**src/rtl/core/sip_pkg.sv**
```systemverilog
// ----------------------------------------------------------------------------
// sip_pkg
// Shared constants and types for the segment intersection point block.
// ----------------------------------------------------------------------------
package sip_pkg;

   localparam int SIP_COORD_WIDTH = 16;
   localparam int SIP_QUEUE_DEPTH = 4;

   // per-item decision bits handed from the front to the back
   typedef struct packed {
      logic hit;
      logic parallel;
      logic neg_x;
      logic neg_y;
   } sip_flags_type;

endpackage

```
**src/rtl/core/sip_queue.sv**
```systemverilog
// ----------------------------------------------------------------------------
// sip_queue
// Small FIFO between the classifier front and the divider back.
// ----------------------------------------------------------------------------
module sip_queue #(
   parameter int DATA_W = 8,
   parameter int DEPTH  = sip_pkg::SIP_QUEUE_DEPTH
) (
   input  logic                  clock,
   input  logic                  reset,
   input  logic                  push_valid,
   output logic                  push_ready,
   input  sip_pkg::sip_flags_type push_flags,
   input  logic [DATA_W-1:0]     push_data,
   output logic                  pop_valid,
   input  logic                  pop_ready,
   output sip_pkg::sip_flags_type pop_flags,
   output logic [DATA_W-1:0]     pop_data
);

   localparam int PTR_W = (DEPTH > 1) ? $clog2(DEPTH) : 1;
   localparam int CNT_W = $clog2(DEPTH + 1);

   sip_pkg::sip_flags_type flags_ff [DEPTH];
   logic [DATA_W-1:0]      data_ff  [DEPTH];
   logic [PTR_W-1:0]       wr_ptr_ff, wr_ptr_in;
   logic [PTR_W-1:0]       rd_ptr_ff, rd_ptr_in;
   logic [CNT_W-1:0]       count_ff, count_in;
   logic                   do_push, do_pop;

   assign push_ready = (count_ff != CNT_W'(DEPTH));
   assign pop_valid  = (count_ff != '0);
   assign pop_flags  = flags_ff[rd_ptr_ff];
   assign pop_data   = data_ff[rd_ptr_ff];
   assign do_push    = push_valid && push_ready;
   assign do_pop     = pop_valid && pop_ready;

   always_comb begin
      wr_ptr_in = wr_ptr_ff;
      rd_ptr_in = rd_ptr_ff;
      count_in  = count_ff;
      if (do_push) begin
         wr_ptr_in = (wr_ptr_ff == PTR_W'(DEPTH - 1)) ? '0 : wr_ptr_ff + 1'b1;
      end
      if (do_pop) begin
         rd_ptr_in = (rd_ptr_ff == PTR_W'(DEPTH - 1)) ? '0 : rd_ptr_ff + 1'b1;
      end
      if (do_push && !do_pop) begin
         count_in = count_ff + 1'b1;
      end else if (do_pop && !do_push) begin
         count_in = count_ff - 1'b1;
      end
   end

   always_ff @(posedge clock) begin
      if (reset) begin
         wr_ptr_ff <= '0;
         rd_ptr_ff <= '0;
         count_ff  <= '0;
      end else begin
         wr_ptr_ff <= wr_ptr_in;
         rd_ptr_ff <= rd_ptr_in;
         count_ff  <= count_in;
      end
   end

   always_ff @(posedge clock) begin
      if (do_push) begin
         flags_ff[wr_ptr_ff] <= push_flags;
         data_ff[wr_ptr_ff]  <= push_data;
      end
   end

endmodule

```
**config.mk**
```make
export PLATFORM = sky130hd
export DESIGN_NAME = sip_queue
export DESIGN_NICKNAME = d
export VERILOG_FILES = /design/src/rtl/core/sip_pkg.sv /design/src/rtl/core/sip_queue.sv
export SDC_FILE = /design/constraint.sdc
export NUM_CORES = 1
export LEC_CHECK = 0
export ABC_AREA = 0
export BUFFER_PORTS_ARGS = -buffer_cell sky130_fd_sc_hd__buf_2
export CAP_MARGIN = 20
export CORE_UTILIZATION = 38
export DETAILED_ROUTE_END_ITERATION = 6
export PLACE_DENSITY = 0.71
export SETUP_SLACK_MARGIN = 0.2
export SLEW_MARGIN = 20
export SYNTH_ARGS = -nofsm -noshare
export SYNTH_HDL_FRONTEND = slang
export SYNTH_SLANG_ARGS = --single-unit
```
**constraint.sdc**
```tcl
create_clock -name clock -period 2.2 [get_ports clock]
set_clock_uncertainty 0.2 [all_clocks]
set_input_delay 0.44 -clock clock [delete_from_list [all_inputs] [get_ports clock]]
set_output_delay 0.44 -clock clock [all_outputs]
set_load 0.01 [all_outputs]
```
=== Word-level counts from Yosys, hierarchy flattened ===
Memory sizes are Yosys's and may differ from the RTL's. A register that Yosys moved wholly into a read port is not among the register bits.
Index checks and enable logic that the tools add are counted.

* Register bits after elaboration: 7
* Logic and storage cells: 30
* Memories kept: 2
* Memory bits (writable): 48

{| class="wikitable"
|+ Memories
! memory !! depth !! width !! read ports !! clocked after Yosys merged registers in !! write ports !! line !! RTL
|-
| data_ff || 4 || 8 || 1 || 1 || 1 || sip_queue.sv:25 || <nowiki>logic [DATA_W-1:0] data_ff [DEPTH];</nowiki>
|-
| flags_ff || 4 || 4 || 1 || 1 || 1 || sip_queue.sv:24 || <nowiki>sip_pkg::sip_flags_type flags_ff [DEPTH];</nowiki>
|}

* Reduce and logical (&&, ||, !) cells: 8
* Equality and inequality tests: 3
* Multiplexer cells: 10
* $add $sub $neg: 4

{| class="wikitable"
|+ Operators with widths
! kind !! count
|-
| $mux W2 || 6
|-
| $mux W3 || 2
|-
| $add A2 B1 Y2 const B || 2
|-
| $eq A2 B2 Y1 const B || 2
|-
| $logic_and A1 B1 Y1 || 4
|-
| $add A3 B1 Y3 const B || 1
|-
| $ne A3 B3 Y1 const B || 1
|-
| $reduce_bool A3 Y1 || 1
|-
| $sub A3 B1 Y3 const B || 1
|-
| $logic_not A1 Y1 || 2
|-
| $mux W1 || 2
|-
| $reduce_bool A2 Y1 || 1
|}

=== Logic depth before layout (Yosys ltp) ===
Gate-level depths: netlist of run 1.

* Depth after elaboration: 6
* Gate-level depth with buffers: 9
* Gate-level depth less buffers: 8

=== Worst setup path after synthesis of run 1 ===
Ideal clock, no wire load.

* Path kind: register -> register
* Start point: register count_ff[0]
* End point: register count_ff[2]
* Slack: -0.171 ns
* Arrival: 2.101 ns
* Buffers on the path: 1
* Period minus slack after synthesis: 2.371 ns
* Stages on the path, launching flop included: 10
* Required time: 1.930 ns
* Cell sequence: dfxtp_1 or3b_1 clkbuf_2 and2_4 ha_1 inv_1 fa_1 xor2_1 or3_2 a21oi_1

* Word-level cells in the longest chain between the ends: 5
* Elaborated cells on any way between the ends: 13
* Classes of those cells: 2 x add/sub; 1 x eq/ne; 2 x mux; 8 x reduce/logical

{| class="wikitable"
|+ Ends and longest elaborated chain
! item !! line !! RTL
|-
| from (decl) || sip_queue.sv:28 || <nowiki>logic [CNT_W-1:0] count_ff, count_in;</nowiki>
|-
| from (signal assigned) || sip_queue.sv:63 || <nowiki>count_ff <= count_in;</nowiki>
|-
| $ne A3 B3 Y1 (*) || sip_queue.sv:31 || <nowiki>assign push_ready = (count_ff != CNT_W'(DEPTH));</nowiki>
|-
| net push_ready || sip_queue.sv:12 || <nowiki>output logic push_ready,</nowiki>
|-
| $logic_and A1 B1 Y1 (*) || sip_queue.sv:35 || <nowiki>assign do_push = push_valid && push_ready;</nowiki>
|-
| net do_push || sip_queue.sv:29 || <nowiki>logic do_push, do_pop;</nowiki>
|-
| $logic_not A1 Y1 || sip_queue.sv:50 || <nowiki>end else if (do_pop && !do_push) begin</nowiki>
|-
| $logic_and A1 B1 Y1 || sip_queue.sv:50 ||
|-
| $reduce_bool A2 Y1 (no line) || n/a ||
|}

The timed path passes the listed nets; every way through them passes the cells marked *. The select of a mux whose other input is x is not followed.
A chain may end at the register's enable or synchronous reset.

=== Final worst setup path of run 1 ===
* Start point: register count_ff[2]
* End point: register count_ff[2]

* Word-level cells in the longest chain between the ends: 5
* Elaborated cells on any way between the ends: 13
* Classes of those cells: 2 x add/sub; 1 x eq/ne; 2 x mux; 8 x reduce/logical

{| class="wikitable"
|+ Ends and longest elaborated chain
! item !! line
|-
| $ne A3 B3 Y1 (*) || sip_queue.sv:31
|-
| $logic_and A1 B1 Y1 (*) || sip_queue.sv:35
|-
| net do_push || sip_queue.sv:29
|-
| $logic_not A1 Y1 || sip_queue.sv:50
|-
| $logic_and A1 B1 Y1 || sip_queue.sv:50
|-
| $reduce_bool A2 Y1 (no line) || n/a
|}

Marked as above.

==> out/qor.log, run 1 <==
[status] outcome finished, final reports clean
[floorplan] area of the placeable core 5540 sq um
[logic_synthesis] Post-Synthesis Cell Area 2210 sq um
[setup_path] R2R Path Start count_ff[2]
[setup_path] category of the critical setup timing path reg -> reg
[logic_synthesis] number of distinct library cell variants in the gate-level netlist after synthesis 26
[grt] overflow left after global routing 0
[setup_path] WP data arrival 2.24 ns
[setup_path] number of cell instances on the worst register-to-register path 8
[route] total routed wirelength 3790 microns
[timing] Total Negative Setup Slacks 0 ns
[pwr] power consumption 3.51 mW
[min_path] cell count of the worst hold path 1
[route] initial detailed-routing violation count 23
[pwr] IR Drop Worst-Case VDD 0.683 mV
[timing] share of the clock period used by the worst path 99.3%
[pwr] proportion of total power due to net switching 26.2%
[layout] Diodes inserted 0
[layout] growth of design area from synthesis to finish 30.0%
[route] vias after detailed routing 1,141
[clock_network] Bufs on Longest Clock Path 2
[placement] detailed placer's ending HPWL 2460 microns
[pwr] P_sw 922 uW
[placement] placed cell count 212
[setup_path] endpoint of the worst register-to-register path count_ff[2]
[floorplan] initial core utilization 39.8%
[logic_synthesis] sequential fraction of the synthesis area 73.5%
[route] post-detailed-route count of antenna-violating nets 0
[min_path] hold_sp push_data[5]
[setup_path] maximum net fanout on the critical path 5
[grt] GRT Overall Usage 13.9%
[clock_network] clock tree from TritonCTS done
[setup_path] startpoint type of the worst setup path flop
[route] Post-route DRC 0
[grt] vias in the first global route 1,211
[setup_path] worst reg-to-reg setup slack 0.02 ns
[setup_path] element type at the critical path end flop
[grt] number of antenna violations at the first check in global routing 0
[grt] pin count of the biggest net entering global routing 13
[route] Initial DRT Pass Iterations 4
[route] average detailed-routed wire length per instance 16.3 microns
[layout] fraction of final layout cells with drive strength greater than 1 52.2%
[timing] setup repair after global routing missed its margin true
[layout] count of nets after finishing 179
[timing] final hold vios 0
[logic_synthesis] Synthesized Nets 133
[timing] post-route minimum period 2.18 ns
[grt] first-pass GRT wire length 6020 microns
[logic_synthesis] number of register bits inferred by synthesis 57
[placement] weighted congestion reported at the end of routability-driven placement 0.658
[timing] max frequency 458 MHz
[clock_network] level count of the clock H-tree 3
[timing] relative max-transition margin 77.2%
[timing] fin worst setup slack 0.0157 ns
[floorplan] Top-Level Pins 30
[floorplan] width of the die 78.2 microns
[logic_synthesis] number of standard cells after synthesis 110
[logic_synthesis] Yosys warning count 0
[min_path] end point of the worst hold path data_ff[2][5]
[clock_network] clk_lat worst skew 0.32 ns
[layout] final instance count without filler cells 233
[timing] setup violation total in the final timing report 0
[pwr] clock network power share 29.0%
[pwr] power density over the cells 1220 nW/um^2
[pwr] part of the total power dissipated in combinational logic 30.5%
[pwr] Seq pwr share 40.5%
[setup_path] Crit path required time 2.25 ns
[job] maxcap violations 0
[floorplan] count of standard-cell rows 27
[min_path] path category of the worst min-delay check in -> reg
[route] number of vias per cell after detailed routing 4.90
[clock_network] TritonCTS buffer count 9
[pwr] internal power summed over all cells 2.59 mW
[logic_synthesis] Syn Area/Cell 20.1 sq um
[floorplan] floorplan die area 6120 sq um
[clock_network] buffer cell driving the clock tree root clkbuf_8
[timing] number of pins with negative max-slew slack in the final report 0
[timing] Tightest Pin Transition 0.342 ns
[placement] port buffer count 29
[placement] pre-CTS setup slack -0.0267 ns
[layout] core utilization of the finished layout 51.8%
[clock_network] Num Clock Sinks 57
[floorplan] vertical die dimension 78.2 microns
[clock_network] clock input transition at the sequential cells of the worst setup and hold paths 0.06 ns
[pwr] Leakage 1.04 nW
## cell type report
type,count,area [sq um]
fillers,458,2670
flip-flops and latches,57,1630
multi-input cells,46,593
repair buffers,39,332
clock buffers,10,128
well taps,72,90.1
clock inverters,6,82.6
inverters,3,11.3
## state kept, by name (all words and copies together) (netlist names), named ones only
| signal | count |
|---|---|
| count_ff | 3 |
| data_ff | 32 |
| flags_ff | 16 |
| rd_ptr_ff | 2 |
| wr_ptr_ff | 2 |
## cells in the mapped netlist
cell type  number  area (sq um)
or3_1           1          6.26
nand2b_1        2          12.5
dfxtp_1         9           180
a21oi_1         2          10.0
clkbuf_1        1          3.75
nand2_1         1          3.75
and2_4          1          8.76
and3_2          4          30.0
mux4_2         12           270
o21ai_0         1          5.00
xor2_1          2          17.5
o31ai_2         1          12.5
buf_1           1          3.75
o31ai_1         1          7.51
inv_1           3          11.3
clkbuf_2        1          5.00
ha_1            6          75.1
or3_2           2          15.0
nand3_1         1          5.00
nor3_1          1          5.00
edfxtp_1       48          1440
nor2_1          3          11.3
mux2i_1         3          30.0
or3b_1          1          8.76
buf_4           1          7.51
fa_1            1          20.0
## worst max-delay path by stage
| stage | startpoint | to | depth (start not counted) |
|---|---|---|---|
| after global placement | push_valid | count_ff[2] | 8 |
| after floorplan | count_ff[0] | count_ff[2] | 9 |
| after global routing | count_ff[2] | count_ff[2] | 8 |
| final | count_ff[2] | count_ff[2] | 8 |
| after CTS | count_ff[2] | count_ff[2] | 8 |
| after detailed placement | push_valid | count_ff[2] | 8 |
## kinds of logic (layout without fill, tap and decap cells)
group	after synthesis	in the layout	share of synthesized area, %
AO/OA/AOI/OAI	5	5	1.59
XOR/XNOR	2	2	0.794
adder cells (fa/ha/maj)	7	7	4.31
buffers and inverters	7	58	1.42
flip-flops	57	57	73.5
multiplexers	15	15	13.6
AND/OR/NAND/NOR	17	17	4.82
## critical path, stage by stage, from the launching register on
cell and delay (ns):
dfxtp_4 0.36, or3b_4 0.23, and2_4 0.15, ha_4 0.13
inv_2 0.04, fa_2 0.36, xor2_1 0.18, or3_4 0.33
a21oi_2 0.14
## layout by cell type, fill, tap and decap left out, types with 2 or more instances in the layout
cell type	instances
clkbuf_8	9
mux2i_1	3
nor2_1	3
edfxtp_1	48
clkinv_2	3
dfxtp_1	5
nand2b_1	2
buf_2	15
bufinv_16	2
inv_1	2
buf_6	15
buf_4	7
ha_1	5
xor2_1	2
and3_2	4
mux4_2	12
dfxtp_4	3
## layer usage
layer  global-route usage [%]  routed length, microns  up-vias
met1                     16.4                    1670      573
met4                     8.33                      91        0
met5                        0                       0        -
met3                     3.84                     147        8
li1                         -                       -      528
met2                     22.6                    1880       32
## metrics by stage
step                hold slack, ns  cell area [sq um]
floorplan                    0.263               2250
global placement             0.276               2490
detailed placement           0.311               2490
CTS                          0.117               2800
global route                 0.122               2870
finish                       0.131               2870
## power by group through the flow
stage / logic [mW] / registers (mW) / clock network [mW]
2_1_floorplan: 0.566 / 1.41 / 0
3_3_place_gp: 0.777 / 1.41 / 0
3_5_place_dp: 0.827 / 1.43 / 0
4_1_cts: 0.965 / 1.42 / 1.04
5_1_grt: 1.16 / 1.44 / 1.08
6_report: 1.07 / 1.42 / 1.02
## what timing repair did
item | CTS | global route
pin swaps | 1 | 1
gates resized for setup | 13 | 13
endpoints found under the setup margin | 15 | 16
hold buffers | 0 | 0
buffers inserted | 5 | 0
No activity file was read; power rests on OpenSTA's default activity.
==> inputs of run 2 (changes only) <==
--- a/config.mk
+++ b/config.mk
@@ -6,11 +6,11 @@
 export NUM_CORES = 1
 export LEC_CHECK = 0
 export ABC_AREA = 0
-export BUFFER_PORTS_ARGS = -buffer_cell sky130_fd_sc_hd__buf_2
+export BUFFER_PORTS_ARGS = -buffer_cell sky130_fd_sc_hd__buf_4
 export CAP_MARGIN = 20
-export CORE_UTILIZATION = 38
+export CORE_UTILIZATION = 50
 export DETAILED_ROUTE_END_ITERATION = 6
-export PLACE_DENSITY = 0.71
+export PLACE_DENSITY = 0.86
 export SETUP_SLACK_MARGIN = 0.2
 export SLEW_MARGIN = 20
 export SYNTH_ARGS = -nofsm -noshare
==> run 2 against run 1 <==
  * Routed wire length fell by 2.6%
  * Combinational power is 4% higher
  * Utilization is 17 points higher
  * Worst setup slack improved by 0.017 ns
  * Cell count decreased by 9.0%
  * Count of clock-buffer cells in the layout up 1
  * Fmax up 0.78%
  * Sequential cell count did not move
  * Largest cell class unchanged
==> out/qor.log, run 2 (same netlist as run 1, synthesis figures left out) <==
[grt] vias in the first global route 1,260
[timing] number of pins with negative max-slew slack in the final report 0
[clock_network] Num Clock Sinks 57
[timing] post-route minimum period 2.17 ns
[floorplan] count of standard-cell rows 23
[layout] fill count 257
[floorplan] vertical die dimension 68.4 microns
[layout] fraction of final layout cells with drive strength greater than 1 50.6%
[grt] pin count of the biggest net entering global routing 13
[timing] setup repair after global routing missed its margin true
[timing] max frequency 461 MHz
[timing] Total Negative Setup Slacks 0 ns
[min_path] cell count of the worst hold path 1
[clock_network] buffer cell driving the clock tree root clkbuf_8
[status] outcome finished, final reports clean
[setup_path] maximum net fanout on the critical path 2
[floorplan] area of the placeable core 4120 sq um
[setup_path] startpoint type of the worst setup path flop
[grt] overflow left after global routing 0
[pwr] IR Drop Worst-Case VDD 0.915 mV
[route] post-detailed-route count of antenna-violating nets 0
[route] vias after detailed routing 1,136
[setup_path] Crit path required time 2.24 ns
[setup_path] category of the critical setup timing path reg -> reg
[pwr] Leakage 1.04 nW
[layout] Diodes inserted 0
[setup_path] Critical Path Slowest Stage Cell dfxtp_4
[floorplan] Top-Level Pins 30
[timing] share of the clock period used by the worst path 98.5%
[route] Initial DRT Pass Iterations 4
[grt] GRT Overall Usage 18.8%
[layout] most frequent cells in the layout 48 x edfxtp_1, 21 x buf_4, 16 x buf_6, 12 x mux4_2, 9 x clkbuf_8
[pwr] power density over the cells 1150 nW/um^2
[clock_network] TritonCTS buffer count 9
[clock_network] clk_lat worst skew 0.31 ns
[layout] count of nets after finishing 180
[timing] setup violation total in the final timing report 0
[route] total routed wirelength 3690 microns
[layout] Largest register FFs 32
[grt] first-pass GRT wire length 5860 microns
[timing] Tightest Pin Transition 0.331 ns
[timing] final hold vios 0
[floorplan] width of the die 68.4 microns
[floorplan] floorplan die area 4680 sq um
[setup_path] crit-path cells or3b_4, and2_4, ha_4, inv_2, fa_2, xor2_1, or3_4, a21oi_2
[clock_network] clock input transition at the sequential cells of the worst setup and hold paths 0.06 ns
[layout] biggest registers after layout data_ff x32, flags_ff x16, count_ff x3
[setup_path] number of cell instances on the worst register-to-register path 8
[min_path] path category of the worst min-delay check in -> reg
[route] initial detailed-routing violation count 93
[setup_path] delay contributed by the slowest stage of the critical path 0.35 ns
[clock_network] level count of the clock H-tree 3
[placement] weighted congestion reported at the end of routability-driven placement 0.660
[clock_network] Bufs on Longest Clock Path 2
[setup_path] WP data arrival 2.21 ns
[job] maxcap violations 0
[layout] commonest non-fill, non-tap cell in the layout edfxtp_1
[route] Post-route DRC 0
[placement] port buffer count 29
[timing] relative max-transition margin 77.9%
[route] average detailed-routed wire length per instance 17.4 microns
[layout] growth of design area from synthesis to finish 29.0%
[layout] core utilization of the finished layout 69.2%
[route] number of vias per cell after detailed routing 5.36
[placement] detailed placer's ending HPWL 2390 microns
[layout] most flop-heavy register data_ff
[clock_network] clock tree from TritonCTS done
[floorplan] initial core utilization 53.6%
[setup_path] element type at the critical path end flop
[grt] number of antenna violations at the first check in global routing 0
==> run 2: changes by cell type in the layout (fill, tap and decap cells not counted), sizes merged <==
| cell | delta |
|---|---|
| bufinv | -2 |
| clkinvlp | -1 |
| clkbuf | +1 |
| buf | +1 |
| clkinv | +2 |
==> run 2: routing by layer <==
layer | vias up | wire length, microns | share of wire, % | global-route usage, %
met4 | 0 | 48 | 1.3 | 12.5
met1 | 569 | 1540 | 42 | 21.7
met2 | 34 | 1950 | 53 | 30.1
li1 | 527 | - | - | -
met3 | 6 | 156 | 4.2 | 5.33
met5 | - | 0 | 0 | 0
==> run 2: what timing repair did <==
action                                 CTS  global route
setup endpoints to repair               15            16
pin swaps                                1             1
hold buffers                             0             0
cloned                                   0             0
endpoints found under the hold margin    0             0
resized for setup                       19             5
setup buffers                            5             1
==> run 2: path summary, 6_finish.rpt <==
check,start,to,slack [ns]
hold / removal,push_flags[2],flags_ff[0][2],0.12
setup reg to reg,count_ff[2],count_ff[2],0.03
hold reg to reg,rd_ptr_ff[0],flop,0.32
setup / recovery,count_ff[2],count_ff[2],0.03
==> run 2: power by group <==
part	total [mW]	switching, mW	internal (mW)
clock	0.761	0.366	0.395
sequential	1.42	0.0756	1.34
combinational	1.11	0.457	0.651
total	3.28	0.899	2.39
==> run 2: cell type report <==
class	count	area (sq um)	area share [%]
Inverter	3	11.3	0.395
Tap cell	50	62.6	2.20
Sequential cell	57	1630	57.4
Timing Repair Buffer	40	393	13.8
Clock buffer	11	131	4.61
Clock inverter	5	22.5	0.791
Multi-Input combinational cell	46	593	20.8
==> run 2: critical path: cells and delay by family, from the launching register on <==
| kind | cells | cell delay, ns |
|---|---|---|
| xor+xnor | 1 | 0.18 |
| simple gates | 3 | 0.73 |
| buf+inv | 1 | 0.04 |
| fa+ha+maj | 2 | 0.49 |
| compound gates | 1 | 0.12 |
| flops | 1 | 0.35 |
==> run 2: metrics by stage <==
stage	instance area, sq um	worst slack (ns)	total power, mW	instances	hold WS [ns]
5_1_grt	2850	-0.0281	3.45	212	0.110
2_1_floorplan	2250	0.0220	1.98	110	0.263
3_5_place_dp	2550	0.0157	2.32	190	0.309
3_3_place_gp	2550	0.0997	2.26	190	0.267
6_report	2850	0.0326	3.28	212	0.123
4_1_cts	2820	0.0413	3.26	211	0.106
==> inputs of run 3 (changes only) <==
--- a/config.mk
+++ b/config.mk
@@ -9,10 +9,11 @@
 export BUFFER_PORTS_ARGS = -buffer_cell sky130_fd_sc_hd__buf_4
 export CAP_MARGIN = 20
 export CORE_UTILIZATION = 50
+export CTS_CLUSTER_SIZE = 28
 export DETAILED_ROUTE_END_ITERATION = 6
 export PLACE_DENSITY = 0.86
+export RECOVER_POWER = 50
 export SETUP_SLACK_MARGIN = 0.2
-export SLEW_MARGIN = 20
 export SYNTH_ARGS = -nofsm -noshare
 export SYNTH_HDL_FRONTEND = slang
 export SYNTH_SLANG_ARGS = --single-unit
==> run 3 against run 2 <==
  * First-iteration DRC count shrank 5.4%
  * Fmax grew 0.32%
  * Sequential share of layout area rose by 1.2 points
  * Register-to-register slack barely moved
  * Cell count unchanged
  * Via count increased by 1.3%
  * Critical path depth unchanged
  * Non-clock buffer count stayed put
==> out/qor.log, run 3 (same netlist as run 1, synthesis figures left out) <==
[grt] GRT Overall Usage 18.8%
[timing] fin worst setup slack 0.0395 ns
[layout] most frequent cells in the layout 48 x edfxtp_1, 15 x clkbuf_1, 15 x buf_6, 12 x mux4_2
[timing] post-route minimum period 2.16 ns
[floorplan] width of the die 68.4 microns
[clock_network] Bufs on Longest Clock Path 2
[placement] detailed placer's ending HPWL 2390 microns
[placement] weighted congestion reported at the end of routability-driven placement 0.660
[timing] worst hold margin 0.152 ns
[pwr] power consumption 3.26 mW
[grt] number of antenna violations at the first check in global routing 0
[floorplan] vertical die dimension 68.4 microns
[clock_network] clock tree from TritonCTS done
[clock_network] buffer cell driving the clock tree root clkbuf_8
[floorplan] initial core utilization 53.6%
[grt] pin count of the biggest net entering global routing 13
[clock_network] Hold Buf Count CTS 0
[route] Post-route DRC 0
[layout] growth of design area from synthesis to finish 26.4%
[grt] vias in the first global route 1,260
[setup_path] maximum net fanout on the critical path 2
[grt] overflow left after global routing 0
[route] total routed wirelength 3680 microns
[setup_path] Critical Path Slowest Stage Cell dfxtp_4
[clock_network] clock input transition at the sequential cells of the worst setup and hold paths 0.06 ns
[placement] port buffer count 29
[floorplan] count of standard-cell rows 23
[timing] relative max-transition margin 59.0%
[timing] max frequency 463 MHz
[timing] final hold vios 0
[route] average detailed-routed wire length per instance 17.4 microns
[setup_path] startpoint type of the worst setup path flop
[setup_path] Crit path required time 2.24 ns
[status] outcome finished, final reports clean
[route] Initial DRT Pass Iterations 4
[layout] Diodes inserted 0
[timing] Total Negative Setup Slacks 0 ns
[setup_path] element type at the critical path end flop
[route] post-detailed-route count of antenna-violating nets 0
[setup_path] WP data arrival 2.20 ns
[pwr] Leakage 0.989 nW
[pwr] IR Drop Worst-Case VDD 0.916 mV
[layout] most flop-heavy register data_ff
[setup_path] crit-path cells or3b_4, and2_4, ha_4, inv_2, fa_2, xor2_1, or3_4, a21oi_2
[route] vias after detailed routing 1,151
[setup_path] category of the critical setup timing path reg -> reg
[route] number of vias per cell after detailed routing 5.43
[timing] Tightest Pin Transition 0.615 ns
[min_path] path category of the worst min-delay check in -> reg
[layout] Largest register FFs 32
[job] maxcap violations 0
[clock_network] TritonCTS buffer count 9
[clock_network] clk_lat worst skew 0.32 ns
[route] initial detailed-routing violation count 88
[clock_network] Num Clock Sinks 57
[layout] biggest registers after layout data_ff x32, flags_ff x16, count_ff x3
[timing] setup repair after global routing missed its margin true
[timing] share of the clock period used by the worst path 98.2%
[timing] number of pins with negative max-slew slack in the final report 0
[setup_path] cell family with the largest share of critical-path delay simple AND/OR/NAND/NOR gates
[layout] count of nets after finishing 180
[clock_network] level count of the clock H-tree 3
[setup_path] delay contributed by the slowest stage of the critical path 0.35 ns
[timing] setup violation total in the final timing report 0
[floorplan] floorplan die area 4680 sq um
[floorplan] Top-Level Pins 30
[layout] commonest non-fill, non-tap cell in the layout edfxtp_1
[placement] Post-Place Cell Area 2550 sq um
[setup_path] buffers plus inverters on the worst setup path 1
[floorplan] area of the placeable core 4120 sq um
[pwr] power density over the cells 1170 nW/um^2
[layout] fraction of final layout cells with drive strength greater than 1 41.4%
[layout] final instance area 2790 sq um
[placement] pre-CTS setup slack 0.0157 ns
[grt] first-pass GRT wire length 5860 microns
==> run 3: cell types whose count changed in the layout (fill, tap and decap cells not counted), sizes merged <==
cell / change
buf: -13
clkbuf: +13
==> run 3: timing repair <==
item,4_1_cts,5_1_grt
endpoints found under the setup margin,15,16
resized for setup,19,5
pin swaps,1,1
setup buffers,5,1
==> run 3: area by class of cell <==
class                   instances  area [sq um]
flip-flops and latches         57          1630
fillers                       276          1330
multi-input cells              46           587
repair buffers                 40           340
clock buffers                  11           131
well taps                      50          62.6
clock inverters                 5          22.5
inverters                       3          11.3
==> run 3: final timing paths <==
path | start | slack [ns] | end | depth (start not counted)
setup reg to reg | count_ff[2] | 0.04 | count_ff[2] | 8
hold reg to reg | rd_ptr_ff[0] | 0.32 | flop | 2
setup / recovery | count_ff[2] | 0.04 | count_ff[2] | 8
hold / removal | reset | 0.15 | count_ff[2] | 2
==> run 3: routing by layer <==
metal / routed length (microns) / up-vias / global-route usage (%) / part of all wire [%]
li1: - / 531 / - / -
met1: 1540 / 571 / 21.7 / 42
met2: 1930 / 41 / 30.1 / 52
met3: 146 / 8 / 5.33 / 4.0
met4: 61 / 0 / 12.5 / 1.7
met5: 0 / - / 0 / 0
==> run 3: worst reg2reg max path, stage by stage (launching register included) <==
cell,delay (ns)
dfxtp_4,0.35
or3b_4,0.23
and2_4,0.16
ha_4,0.14
inv_2,0.04
fa_2,0.35
xor2_1,0.18
or3_4,0.33
a21oi_2,0.12
==> run 3: power breakdown <==
group / internal, mW / leakage (nW) / switching (mW)
combinational: 0.629 / 0.391 / 0.454
clock: 0.395 / 0.0819 / 0.369
sequential: 1.34 / 0.516 / 0.0762
total: 2.36 / 0.989 / 0.899
==> run 3: metrics by stage <==
stage | instances | utilization, %
floorplan | 110 | -
global placement | 190 | 61.9
detailed placement | 190 | 61.9
CTS | 211 | 68.6
global route | 212 | 67.8
finish | 212 | 67.8
